`src/rtl/core/sscod_pkg.sv`:
```
// ----------------------------------------------------------------------------
// sscod_pkg: shared types and constants for the stereo overdrive core
// Fixed-point formats, register codes and limits, the shared serial
// multiplier/divider widths, and the control structs between top and lanes.
// ----------------------------------------------------------------------------
package sscod_pkg;

  // Default sample width (signed Q1.(SAMPLE_BITS-1))
  localparam int SAMPLE_BITS_DEF = 24;

  // Fractional bits of the internal formats
  localparam int X_FRAC     = 23;  // drive-scaled sample x
  localparam int ST_FRAC    = 30;  // clip output, filter state, coefficient
  localparam int DRIVE_FRAC = 12;
  localparam int TONE_FRAC  = 16;
  localparam int LEVEL_FRAC = 16;

  // Serial multiplier: MW x MW operands, two multiplier bits per step
  localparam int MW        = 32;
  localparam int PW        = 2 * MW;
  localparam int MUL_STEPS = MW / 2;
  localparam int MUL_CNT_W = $clog2(MUL_STEPS);

  // Datapath widths
  localparam int XMAG_W = 27;  // |x| up to 10.0 in Q.23
  localparam int M_W    = 25;  // |x| up to 3.0 in Q.23
  localparam int X2_W   = 27;  // x^2 up to 9.0 in Q.23
  localparam int NF_W   = 29;  // 27 + x^2
  localparam int DEN_W  = 30;  // 27 + 9x^2
  localparam int Q_W    = 31;  // clip quotient, up to 1.0 in Q.30
  localparam int NUM_W  = DEN_W + Q_W;
  localparam int DIV_CNT_W = $clog2(Q_W);
  localparam int COEF_W = 29;
  localparam int ST_W   = 32;

  // Configuration port
  localparam int IDX_W   = 2;
  localparam int CFG_W   = 17;
  localparam int DRIVE_W = 16;
  localparam int TONE_W  = 17;
  localparam int LEVEL_W = 17;

  localparam logic [IDX_W-1:0] REG_DRIVE = 2'd0;
  localparam logic [IDX_W-1:0] REG_TONE  = 2'd1;
  localparam logic [IDX_W-1:0] REG_LEVEL = 2'd2;

  localparam logic [DRIVE_W-1:0] DRIVE_MIN = 16'd4096;
  localparam logic [DRIVE_W-1:0] DRIVE_MAX = 16'd40960;
  localparam logic [DRIVE_W-1:0] DRIVE_RST = 16'd8192;
  localparam logic [TONE_W-1:0]  TONE_MAX  = 17'd65536;
  localparam logic [TONE_W-1:0]  TONE_RST  = 17'd32768;
  localparam logic [LEVEL_W-1:0] LEVEL_MAX = 17'd65536;
  localparam logic [LEVEL_W-1:0] LEVEL_RST = 17'd65536;

  // Lowpass coefficient c = 0.01 + 0.3 * tone, Q.30
  localparam logic [COEF_W-1:0] C_BASE  = 29'd10737418;
  localparam logic [MW-1:0]     C_SLOPE = 32'd322122547;

  // Soft clip constants in Q.23
  localparam logic [XMAG_W-1:0] CLIP_LIM = 27'd25165824;   // 3.0
  localparam logic [DEN_W-1:0]  NF_BASE  = 30'd226492416;  // 27.0

  // Unity in Q.30
  localparam logic signed [ST_W-1:0] ONE30     = 32'sd1073741824;
  localparam logic signed [ST_W-1:0] NEG_ONE30 = -32'sd1073741824;

  typedef struct packed {
    logic [DRIVE_W-1:0] drive;
    logic [TONE_W-1:0]  tone;
    logic [LEVEL_W-1:0] level;
  } cfg_t;

  typedef struct packed {
    logic start;  // launch a new sample pair
    logic take;   // result moved to the output register
  } lane_ctl_t;

  typedef struct packed {
    logic idle;
    logic done;
  } lane_stat_t;

endpackage

```
`src/rtl/core/sscod_ser_mul.sv`:
```
// ----------------------------------------------------------------------------
// sscod_ser_mul: digit-serial unsigned multiplier
// Consumes the multiplier operand two bits per cycle, least significant
// digit first, adding 0, a, 2a or 3a into the upper half of a shift register.
// ----------------------------------------------------------------------------
module sscod_ser_mul import sscod_pkg::*; (
  input  logic          clk,
  input  logic          rst,
  input  logic          start,
  input  logic [MW-1:0] a,
  input  logic [MW-1:0] b,
  output logic          done,
  output logic [PW-1:0] prod
);

  localparam int AW = MW + 2;

  logic [MW-1:0]        a_r;
  logic [AW-1:0]        a3_r;
  logic [PW-1:0]        p;
  logic [MUL_CNT_W-1:0] cnt;
  logic                 busy;
  logic [AW-1:0]        addend;
  logic [AW-1:0]        sum;

  // Select the partial product for the current digit
  always_comb begin
    unique case (p[1:0])
      2'd0: addend = '0;
      2'd1: addend = AW'(a_r);
      2'd2: addend = AW'({a_r, 1'b0});
      2'd3: addend = a3_r;
    endcase
    sum = AW'(p[PW-1:MW]) + addend;
  end

  // Step control
  always_ff @(posedge clk) begin
    if (rst) begin
      busy <= 1'b0;
      done <= 1'b0;
    end else begin
      done <= 1'b0;
      if (start) begin
        busy <= 1'b1;
      end else if (busy && cnt == MUL_CNT_W'(MUL_STEPS - 1)) begin
        busy <= 1'b0;
        done <= 1'b1;
      end
    end
  end

  // Load operands, then shift in one digit per cycle
  always_ff @(posedge clk) begin
    if (start) begin
      a_r  <= a;
      a3_r <= AW'(a) + AW'({a, 1'b0});
      p    <= {{MW{1'b0}}, b};
      cnt  <= '0;
    end else if (busy) begin
      p   <= {sum, p[MW-1:2]};
      cnt <= cnt + 1'b1;
    end
  end

  assign prod = p;

endmodule

```
`src/rtl/core/sscod_ser_div.sv`:
```
// ----------------------------------------------------------------------------
// sscod_ser_div: bit-serial restoring divider
// Produces one quotient bit per cycle; the partial remainder and the
// remaining dividend bits share one shift register.
// ----------------------------------------------------------------------------
module sscod_ser_div import sscod_pkg::*; (
  input  logic             clk,
  input  logic             rst,
  input  logic             start,
  input  logic [NUM_W-1:0] num,
  input  logic [DEN_W-1:0] den,
  output logic             done,
  output logic [Q_W-1:0]   quot
);

  logic [NUM_W-1:0]     acc;
  logic [DEN_W-1:0]     den_r;
  logic [DIV_CNT_W-1:0] cnt;
  logic                 busy;
  logic [DEN_W:0]       top_bits;
  logic [DEN_W+1:0]     trial;
  logic                 fits;
  logic [DEN_W-1:0]     rem_next;

  // Bring down the next bit and try the subtraction
  always_comb begin
    top_bits = acc[NUM_W-1 -: DEN_W+1];
    trial    = {1'b0, top_bits} - {2'b00, den_r};
    fits     = !trial[DEN_W+1];
    rem_next = fits ? trial[DEN_W-1:0] : top_bits[DEN_W-1:0];
  end

  // Step control
  always_ff @(posedge clk) begin
    if (rst) begin
      busy <= 1'b0;
      done <= 1'b0;
    end else begin
      done <= 1'b0;
      if (start) begin
        busy <= 1'b1;
      end else if (busy && cnt == DIV_CNT_W'(Q_W - 1)) begin
        busy <= 1'b0;
        done <= 1'b1;
      end
    end
  end

  // Load the dividend, then shift quotient bits in at the bottom
  always_ff @(posedge clk) begin
    if (start) begin
      acc   <= num;
      den_r <= den;
      cnt   <= '0;
    end else if (busy) begin
      acc <= {rem_next, acc[Q_W-2:0], fits};
      cnt <= cnt + 1'b1;
    end
  end

  assign quot = acc[Q_W-1:0];

endmodule

```
`src/rtl/core/sscod_lane.sv`:
```
// ----------------------------------------------------------------------------
// sscod_lane: one channel of the overdrive
// Sequences drive gain, soft clip, one-pole lowpass and output level through
// a shared digit-serial multiplier and a bit-serial divider.
// ----------------------------------------------------------------------------
module sscod_lane import sscod_pkg::*; #(
  parameter int SAMPLE_BITS = SAMPLE_BITS_DEF
) (
  input  logic                   clk,
  input  logic                   rst,
  input  lane_ctl_t              ctl,
  input  cfg_t                   cfg,
  input  logic [SAMPLE_BITS-1:0] sample,
  output lane_stat_t             stat,
  output logic [SAMPLE_BITS-1:0] result
);

  localparam int GAIN_SH = (SAMPLE_BITS - 1) + DRIVE_FRAC - X_FRAC;
  localparam int LVL_SH  = ST_FRAC + LEVEL_FRAC - (SAMPLE_BITS - 1);
  localparam int NUM_SH  = ST_FRAC - X_FRAC;

  localparam logic [SAMPLE_BITS-1:0] OUT_MAX = {1'b0, {(SAMPLE_BITS - 1){1'b1}}};
  localparam logic signed [ST_W:0]   S_HI    = (ST_W + 1)'(ONE30);
  localparam logic signed [ST_W:0]   S_LO    = -S_HI;

  localparam logic [3:0] L_IDLE = 4'd0;
  localparam logic [3:0] L_COEF = 4'd1;
  localparam logic [3:0] L_GAIN = 4'd2;
  localparam logic [3:0] L_SQR  = 4'd3;
  localparam logic [3:0] L_NUMR = 4'd4;
  localparam logic [3:0] L_DIVD = 4'd5;
  localparam logic [3:0] L_DIFF = 4'd6;
  localparam logic [3:0] L_FILT = 4'd7;
  localparam logic [3:0] L_LEVL = 4'd8;
  localparam logic [3:0] L_DONE = 4'd9;

  logic [3:0] state;
  logic       launch;

  // Payload registers
  logic                    neg_in;
  logic [SAMPLE_BITS-1:0]  mag_in;
  logic [COEF_W-1:0]       coef;
  logic [M_W-1:0]          m;
  logic [NF_W-1:0]         nf;
  logic [DEN_W-1:0]        den;
  logic signed [ST_W-1:0]  d;
  logic [MW-1:0]           dmag;
  logic                    dneg;
  logic signed [ST_W-1:0]  s;

  // Arithmetic units
  logic          mul_start, mul_done;
  logic [MW-1:0] mul_a, mul_b;
  logic [PW-1:0] mul_prod;
  logic             div_start, div_done;
  logic [NUM_W-1:0] div_num;
  logic [Q_W-1:0]   div_quot;

  // Derived values
  logic [COEF_W-1:0]      coef_next;
  logic [XMAG_W-1:0]      x_mag;
  logic                   clip;
  logic signed [ST_W-1:0] d_clip;
  logic [X2_W-1:0]        x2;
  logic [NF_W-1:0]        nf_next;
  logic [DEN_W-1:0]       den_next;
  logic [ST_W-1:0]        d_q;
  logic [ST_W-1:0]        d_div;
  logic [ST_W:0]          diff_w;
  logic [ST_W:0]          diff_neg;
  logic [MW-1:0]          dmag_next;
  logic [Q_W-1:0]         t_mag;
  logic [ST_W:0]          t_ext;
  logic signed [ST_W:0]   s_sum;
  logic signed [ST_W:0]   s_clamp;
  logic [MW-1:0]          smag;
  logic                   s_neg;
  logic [SAMPLE_BITS-1:0] o_mag;
  logic [SAMPLE_BITS-1:0] o_val;

  sscod_ser_mul u_mul (
    .clk   (clk),
    .rst   (rst),
    .start (mul_start),
    .a     (mul_a),
    .b     (mul_b),
    .done  (mul_done),
    .prod  (mul_prod)
  );

  sscod_ser_div u_div (
    .clk   (clk),
    .rst   (rst),
    .start (div_start),
    .num   (div_num),
    .den   (den),
    .done  (div_done),
    .quot  (div_quot)
  );

  assign mul_start = launch && (state != L_DIVD);
  assign div_start = launch && (state == L_DIVD);

  // Numerator m*(27+x^2), scaled so the quotient is in Q.30, straight off the held product
  assign div_num = NUM_W'(mul_prod) << NUM_SH;

  // Route operands for the multiply of the current step
  always_comb begin
    unique case (state)
      L_COEF: begin
        mul_a = C_SLOPE;
        mul_b = MW'(cfg.tone);
      end
      L_GAIN: begin
        mul_a = MW'(mag_in);
        mul_b = MW'(cfg.drive);
      end
      L_SQR: begin
        mul_a = MW'(m);
        mul_b = MW'(m);
      end
      L_NUMR: begin
        mul_a = MW'(m);
        mul_b = MW'(nf);
      end
      L_FILT: begin
        mul_a = MW'(coef);
        mul_b = dmag;
      end
      L_LEVL: begin
        mul_a = smag;
        mul_b = MW'(cfg.level);
      end
      default: begin
        mul_a = '0;
        mul_b = '0;
      end
    endcase
  end

  // Results of each step, floor semantics kept on sign-magnitude values
  always_comb begin
    coef_next = C_BASE + mul_prod[TONE_FRAC +: COEF_W];

    // negative x rounds its magnitude up
    x_mag  = mul_prod[GAIN_SH +: XMAG_W]
           + XMAG_W'(neg_in && (|mul_prod[GAIN_SH-1:0]));
    clip   = x_mag > CLIP_LIM;
    d_clip = neg_in ? NEG_ONE30 : ONE30;

    // 9*x^2 as 8*x^2 + x^2
    x2       = mul_prod[X_FRAC +: X2_W];
    nf_next  = NF_W'(NF_BASE) + NF_W'(x2);
    den_next = NF_BASE + DEN_W'({x2, 3'b000}) + DEN_W'(x2);

    d_q   = ST_W'(div_quot);
    d_div = neg_in ? -d_q : d_q;

    diff_w    = {d[ST_W-1], d} - {s[ST_W-1], s};
    diff_neg  = -diff_w;
    dmag_next = diff_w[ST_W] ? MW'(diff_neg) : MW'(diff_w);

    t_mag = mul_prod[ST_FRAC +: Q_W] + Q_W'(dneg && (|mul_prod[ST_FRAC-1:0]));
    t_ext = {2'b00, t_mag};
    s_sum = {s[ST_W-1], s} + (dneg ? -t_ext : t_ext);
    if (s_sum > S_HI) begin
      s_clamp = S_HI;
    end else if (s_sum < S_LO) begin
      s_clamp = S_LO;
    end else begin
      s_clamp = s_sum;
    end

    s_neg = s[ST_W-1];
    smag  = s_neg ? MW'(-s) : MW'(s);
    o_mag = mul_prod[LVL_SH +: SAMPLE_BITS]
          + SAMPLE_BITS'(s_neg && (|mul_prod[LVL_SH-1:0]));
    if (s_neg) begin
      o_val = -o_mag;
    end else if (o_mag[SAMPLE_BITS-1]) begin
      o_val = OUT_MAX;
    end else begin
      o_val = o_mag;
    end
  end

  // Step sequencer and filter state
  always_ff @(posedge clk) begin
    if (rst) begin
      state  <= L_IDLE;
      launch <= 1'b0;
      s      <= '0;
    end else begin
      launch <= 1'b0;
      unique case (state)
        L_IDLE: begin
          if (ctl.start) begin
            state  <= L_COEF;
            launch <= 1'b1;
          end
        end
        L_COEF: begin
          if (mul_done) begin
            state  <= L_GAIN;
            launch <= 1'b1;
          end
        end
        L_GAIN: begin
          if (mul_done) begin
            if (clip) begin
              state <= L_DIFF;
            end else begin
              state  <= L_SQR;
              launch <= 1'b1;
            end
          end
        end
        L_SQR: begin
          if (mul_done) begin
            state  <= L_NUMR;
            launch <= 1'b1;
          end
        end
        L_NUMR: begin
          if (mul_done) begin
            state  <= L_DIVD;
            launch <= 1'b1;
          end
        end
        L_DIVD: begin
          if (div_done) begin
            state <= L_DIFF;
          end
        end
        L_DIFF: begin
          state  <= L_FILT;
          launch <= 1'b1;
        end
        L_FILT: begin
          if (mul_done) begin
            s      <= ST_W'(s_clamp);
            state  <= L_LEVL;
            launch <= 1'b1;
          end
        end
        L_LEVL: begin
          if (mul_done) begin
            state <= L_DONE;
          end
        end
        L_DONE: begin
          if (ctl.take) begin
            state <= L_IDLE;
          end
        end
        default: begin
          state <= L_IDLE;
        end
      endcase
    end
  end

  // Capture step results
  always_ff @(posedge clk) begin
    if (state == L_IDLE && ctl.start) begin
      neg_in <= sample[SAMPLE_BITS-1];
      mag_in <= sample[SAMPLE_BITS-1] ? -sample : sample;
    end
    if (state == L_COEF && mul_done) begin
      coef <= coef_next;
    end
    if (state == L_GAIN && mul_done) begin
      m <= x_mag[M_W-1:0];
      d <= d_clip;
    end
    if (state == L_SQR && mul_done) begin
      nf  <= nf_next;
      den <= den_next;
    end
    if (state == L_DIVD && div_done) begin
      d <= d_div;
    end
    if (state == L_DIFF) begin
      dmag <= dmag_next;
      dneg <= diff_w[ST_W];
    end
    if (state == L_LEVL && mul_done) begin
      result <= o_val;
    end
  end

  assign stat.idle = (state == L_IDLE);
  assign stat.done = (state == L_DONE);

  // Filter state stays within -1.0 .. +1.0
  a_state_bound: assert property (@(posedge clk) disable iff (rst)
    (s <= ONE30) && (s >= NEG_ONE30))
    else $error("filter state out of range");

  // Multiplier finishes only in a multiply step
  a_mul_step: assert property (@(posedge clk) disable iff (rst)
    mul_done |-> (state == L_COEF || state == L_GAIN || state == L_SQR ||
                  state == L_NUMR || state == L_FILT || state == L_LEVL))
    else $error("multiply result outside a multiply step");

  // Divider finishes only in the divide step
  a_div_step: assert property (@(posedge clk) disable iff (rst)
    div_done |-> (state == L_DIVD))
    else $error("divide result outside the divide step");

endmodule

```
`src/rtl/core/stereo_soft_clip_overdrive_core.sv`:
```
// Steps per sample pair: six multiply steps, a divide step, a difference
//   step and a load of the output register; a channel that hits the hard
//   clip skips the square, numerator and divide steps, and the slower
//   channel sets when the pair completes. A new pair is accepted only
//   after both lanes have handed their results to the output register.
// Reset: synchronous; restores register defaults, clears both filter states.
// ----------------------------------------------------------------------------
// stereo_soft_clip_overdrive_core: stereo drive, soft clip, tone and level
// Two channel lanes run side by side on each accepted sample pair; an output
// register holds the result so the next pair can enter while it waits.
// ----------------------------------------------------------------------------
module stereo_soft_clip_overdrive_core import sscod_pkg::*; #(
  parameter int SAMPLE_BITS = SAMPLE_BITS_DEF
) (
  input  logic                   clk,
  input  logic                   rst,
  input  logic                   in_valid,
  output logic                   in_ready,
  input  logic [SAMPLE_BITS-1:0] left_sample,
  input  logic [SAMPLE_BITS-1:0] right_sample,
  output logic                   out_valid,
  input  logic                   out_ready,
  output logic [SAMPLE_BITS-1:0] left_out,
  output logic [SAMPLE_BITS-1:0] right_out,
  input  logic                   cfg_valid,
  output logic                   cfg_ready,
  input  logic [IDX_W-1:0]       cfg_index,
  input  logic [CFG_W-1:0]       cfg_data
);

  cfg_t                   cfg_r;
  lane_ctl_t              ctl;
  lane_stat_t             l_stat, r_stat;
  logic [SAMPLE_BITS-1:0] l_res, r_res;
  logic [DRIVE_W-1:0]     drive_raw, drive_wr;
  logic [TONE_W-1:0]      tone_wr;
  logic [LEVEL_W-1:0]     level_wr;

  // Clamp register writes
  always_comb begin
    drive_raw = cfg_data[DRIVE_W-1:0];
    if (drive_raw < DRIVE_MIN) begin
      drive_wr = DRIVE_MIN;
    end else if (drive_raw > DRIVE_MAX) begin
      drive_wr = DRIVE_MAX;
    end else begin
      drive_wr = drive_raw;
    end
    tone_wr  = (TONE_W'(cfg_data) > TONE_MAX) ? TONE_MAX : TONE_W'(cfg_data);
    level_wr = (LEVEL_W'(cfg_data) > LEVEL_MAX) ? LEVEL_MAX : LEVEL_W'(cfg_data);
  end

  assign cfg_ready = 1'b1;

  // Configuration registers; drop writes to unknown indexes
  always_ff @(posedge clk) begin
    if (rst) begin
      cfg_r.drive <= DRIVE_RST;
      cfg_r.tone  <= TONE_RST;
      cfg_r.level <= LEVEL_RST;
    end else if (cfg_valid) begin
      unique case (cfg_index)
        REG_DRIVE: cfg_r.drive <= drive_wr;
        REG_TONE:  cfg_r.tone  <= tone_wr;
        REG_LEVEL: cfg_r.level <= level_wr;
        default: begin
        end
      endcase
    end
  end

  // Accept a request when both lanes are free; move results when both finish
  assign in_ready  = l_stat.idle && r_stat.idle;
  assign ctl.start = in_valid && in_ready;
  assign ctl.take  = l_stat.done && r_stat.done && (!out_valid || out_ready);

  sscod_lane #(
    .SAMPLE_BITS (SAMPLE_BITS)
  ) u_left (
    .clk    (clk),
    .rst    (rst),
    .ctl    (ctl),
    .cfg    (cfg_r),
    .sample (left_sample),
    .stat   (l_stat),
    .result (l_res)
  );

  sscod_lane #(
    .SAMPLE_BITS (SAMPLE_BITS)
  ) u_right (
    .clk    (clk),
    .rst    (rst),
    .ctl    (ctl),
    .cfg    (cfg_r),
    .sample (right_sample),
    .stat   (r_stat),
    .result (r_res)
  );

  // Output register
  always_ff @(posedge clk) begin
    if (rst) begin
      out_valid <= 1'b0;
    end else if (ctl.take) begin
      out_valid <= 1'b1;
    end else if (out_ready) begin
      out_valid <= 1'b0;
    end
  end

  always_ff @(posedge clk) begin
    if (ctl.take) begin
      left_out  <= l_res;
      right_out <= r_res;
    end
  end

  // Lanes leave idle right after a request is taken
  a_busy_after_req: assert property (@(posedge clk) disable iff (rst)
    (in_valid && in_ready) |=> !in_ready)
    else $error("input accepted while lanes stay idle");

  // Drive write lands inside its clamp range
  a_drive_clamp: assert property (@(posedge clk) disable iff (rst)
    (cfg_valid && cfg_index == REG_DRIVE) |=>
      (cfg_r.drive >= DRIVE_MIN) && (cfg_r.drive <= DRIVE_MAX))
    else $error("drive gain outside clamp range");

  // Tone and level never exceed unity
  a_tone_level: assert property (@(posedge clk) disable iff (rst)
    (cfg_r.tone <= TONE_MAX) && (cfg_r.level <= LEVEL_MAX))
    else $error("tone or level outside range");

endmodule
```
`config.mk`:
```
export PLATFORM = sky130hd
export DESIGN_NAME = stereo_soft_clip_overdrive_core
export DESIGN_NICKNAME = d
export VERILOG_FILES = /design/src/rtl/core/sscod_pkg.sv /design/src/rtl/core/sscod_ser_mul.sv /design/src/rtl/core/sscod_ser_div.sv /design/src/rtl/core/sscod_lane.sv /design/src/rtl/core/stereo_soft_clip_overdrive_core.sv
export SDC_FILE = /design/constraint.sdc
export NUM_CORES = 2
export LEC_CHECK = 0
export ABC_CLOCK_PERIOD_IN_PS = 10400
export BUFFER_PORTS_ARGS = -buffer_cell sky130_fd_sc_hd__buf_2
export CAP_MARGIN = 20
export CELL_PAD_IN_SITES_DETAIL_PLACEMENT = 1
export CELL_PAD_IN_SITES_GLOBAL_PLACEMENT = 2
export CORE_UTILIZATION = 30
export DETAILED_ROUTE_END_ITERATION = 10
export GPL_TIMING_DRIVEN = 0
export PLACE_DENSITY = 0.65
export SYNTH_ARGS = -nofsm -noshare
export SYNTH_HDL_FRONTEND = slang
export SYNTH_HIERARCHICAL = 1
export SYNTH_SLANG_ARGS = --single-unit
```
`constraint.sdc`:
```
create_clock -name clk -period 10.4 [get_ports clk]
set_input_delay 0 -clock clk [delete_from_list [all_inputs] [get_ports clk]]
set_output_delay 0 -clock clk [all_outputs]
set_load 0.005 [all_outputs]
```
==> results_dict.tcl <==
set metrics [dict create \
    status "completed" \
    area_growth_pct 15.0 \
    critPathBufInv 4 \
    clk-insertion-delay-late_ns 0.80 \
    place_ws_ns 0.599 \
    start_util_pct 30.3 \
    viasPerCell 5.48 \
    cts_tree "done" \
    clock_path_buffers 3 \
    ys.warnings.count 6 \
    io_buffers 121 \
    tritoncts.num_buffers 137 \
    ys_ff_latch 1087 \
    antenna_found_initial 25 \
    core_um2 252000 \
    syn_inst 7897 \
    yosys-top-cells-area "edfxtp_1, ha_1, xnor2_1, dfxtp_1, a21oi_1" \
    synth-seq-area-share_pct 40.0 \
    required_ns 11.11 \
    io_pins 123 \
    cts-root-buf "clkbuf_16" \
    nets 8881 \
    synth_area_leader_cell "edfxtp_1" \
    powerDensity_nw_per_um2 226 \
    row_count 184 \
    synth_edf_count 872 \
    netlist_area_um2 76300 \
    cpPeakStageDelay_ns 0.91 \
    synth_commonest_cells "edfxtp_1, nand2_1, nor2_1" \
    num_vias 64700 \
    cts_resized 0 \
    gp_congestion 0.937 \
    grt_max_degree 57 \
    track_usage_pct 23.2 \
    totalWireLength_um 305000 \
    crit_type "flip-flop to flip-flop" \
    grt_pass1_vias 66700 \
    ys_async_sr_fraction_pct 0 \
    critPathLaunchType "flip-flop" \
    hold_ws_ns 0.0638 \
    avgSynthCellArea_um2 9.66 \
    post-dp-hpwl_um 244000 \
    first_pass_iters 9 \
    peakVddDrop_uv 141 \
    worstPathArrival_ns 10.55 \
    tightest_slew_ns 1.20 \
    crit_slowest_cell "edfxtp_1" \
    yosysMostFrequentCell "edfxtp_1" \
    die_area_um2 256000 \
    leakagePower_nw 32.5 \
    htreeDepth 4 \
    finalCritPeriodShare_pct 94.6 \
    hold_path.class "primary input to flip-flop" \
    cp-end-kind "flip-flop" \
    drv_cap 0 \
    fmax_mhz 102 \
    grt_pass1_wl_um 447000 \
    layout_setup_ws_ns 0.563 \
    die_h_um 506 \
    drc_errors 0 \
    path_delay_family "simple AND/OR/NAND/NOR gates" \
    ant_nets 0 \
    drt_iter0_markers 4687 \
    drive_gt1_share_pct 10.2 \
    synth_top_cell_area_share_pct 34.3 \
    drt-wirelength-per-cell_um 25.8 \
    relSlewSlack_pct 20.1 \
    drv_slew 0 \
    clk_pin_slew_ns 0.06 \
    hold_viol_final 0 \
    cts.sinks 1087 \
    crit_path_max_fanout 10 \
    overflow 0 \
    min_period_ns 9.84 \
    nFillCells 28700 \
    fin_skew_ns 0.0359 \
    power_mw 19.8 \
    die_x_um 506 \
    finalSetupViolCount 0 \
    utilization_pct 34.8 \
    synthFlopType "edfxtp_1" \
    yosys.cell_types.count 128 \
]
-- stage by stage --
stage | area [µm²] | TNS, ns | cells
4_1_cts | 87600 | 0 | 11800
6_report | 87800 | 0 | 11800
5_1_grt | 87800 | -0.0246 | 11800
3_5_place_dp | 81700 | 0 | 11400
2_1_floorplan | 76300 | 0 | 7909
3_3_place_gp | 81100 | -22.36 | 11400
-- per-layer routing --
| layer | routed length (µm) | vias up | GRT usage (%) |
|---|---|---|---|
| li1 | - | 30300 | - |
| met3 | 13300 | 451 | 2.60 |
| met5 | 19 | - | 0 |
| met2 | 145000 | 1466 | 39.4 |
| met4 | 14000 | 4 | 9.89 |
| met1 | 132000 | 32500 | 29.7 |
-- where the power goes --
part           internal, mW  switching [mW]
Combinational          3.12            5.46
Sequential             5.59           0.819
Clock                  2.81            2.04
Total                  11.5            8.33
-- flip-flops by register name, summed over array words and instances, names as in the netlist, 33 cells and up --
| name | count |
|---|---|
| u_left/u_div/acc | 61 |
| u_left/u_mul/a3_r | 33 |
| u_right/u_div/acc | 61 |
| u_right/u_mul/a3_r | 33 |
| u_left/u_mul/prod | 64 |
| cfg_r | 50 |
| u_right/u_mul/prod | 64 |
-- cells by family after synthesis --
| logic type | count (synthesis) | share of synthesized area, % |
|---|---|---|
| adder cells (fa/ha/maj) | 467 | 7.77 |
| other | 3 | 0.0148 |
| multiplexers | 263 | 3.80 |
| flip-flops | 1087 | 40.0 |
| buffers and inverters | 806 | 4.53 |
| AO/OA/AOI/OAI | 2088 | 19.0 |
| XOR/XNOR | 806 | 9.28 |
| AND/OR/NAND/NOR | 2377 | 15.7 |
-- layout make-up --
type,count,area (µm²),area share (%)
Clock inverter,78,845,0.962
Sequential cell,1087,30500,34.7
Antenna cell,5,12.5,0.0143
Multi-Input combinational cell,6016,42500,48.4
Clock buffer,170,3680,4.19
Buffer,453,2130,2.43
Inverter,353,1330,1.51
Timing Repair Buffer,295,2650,3.01
Tap cell,3348,4190,4.77
-- final timing paths --
| path | from | slack [ns] | endpoint | depth (start not counted) |
|---|---|---|---|---|
| min reg2reg | u_left/result[0] | 0.40 | left_out[0] | 0 |
| min | right_sample[23] | 0.06 | u_right/neg_in | 2 |
| max | u_left/u_mul/prod[27] | 0.56 | u_left/s[3] | 30 |
| max reg2reg | u_left/u_mul/prod[27] | 0.56 | u_left/s[3] | 30 |
-- what timing repair did --
action                                  4_1_cts  5_1_grt
buffers inserted                              0       11
hold buffers                                132        0
hold endpoints to repair                    130        0
endpoints found under the setup margin        0       20
-- placed cells by master (no fill, tap or decap), types with 43 or more instances in the layout --
cell / n
a222oi_1: 45
mux2_2: 204
xnor2_1: 525
edfxtp_1: 872
and2_1: 67
o21ai_0: 360
a221o_1: 43
nand3_1: 197
a31oi_1: 63
nand2_1: 608
clkbuf_1: 333
nor3_1: 196
a21o_1: 132
o21a_1: 68
nand3b_1: 48
a22o_1: 108
nand2b_1: 84
clkbuf_16: 141
nand4_1: 113
inv_1: 345
ha_1: 454
xor2_1: 278
and3_1: 72
nor4_1: 73
buf_4: 79
or3_1: 74
nor2b_1: 71
a211oi_1: 65
dlygate4sd3_1: 132
a21oi_1: 511
a22oi_1: 109
mux2i_1: 55
nor2_1: 558
o31ai_1: 84
buf_2: 161
dfxtp_1: 215
Note: power is estimated with default switching activity, not from simulation.
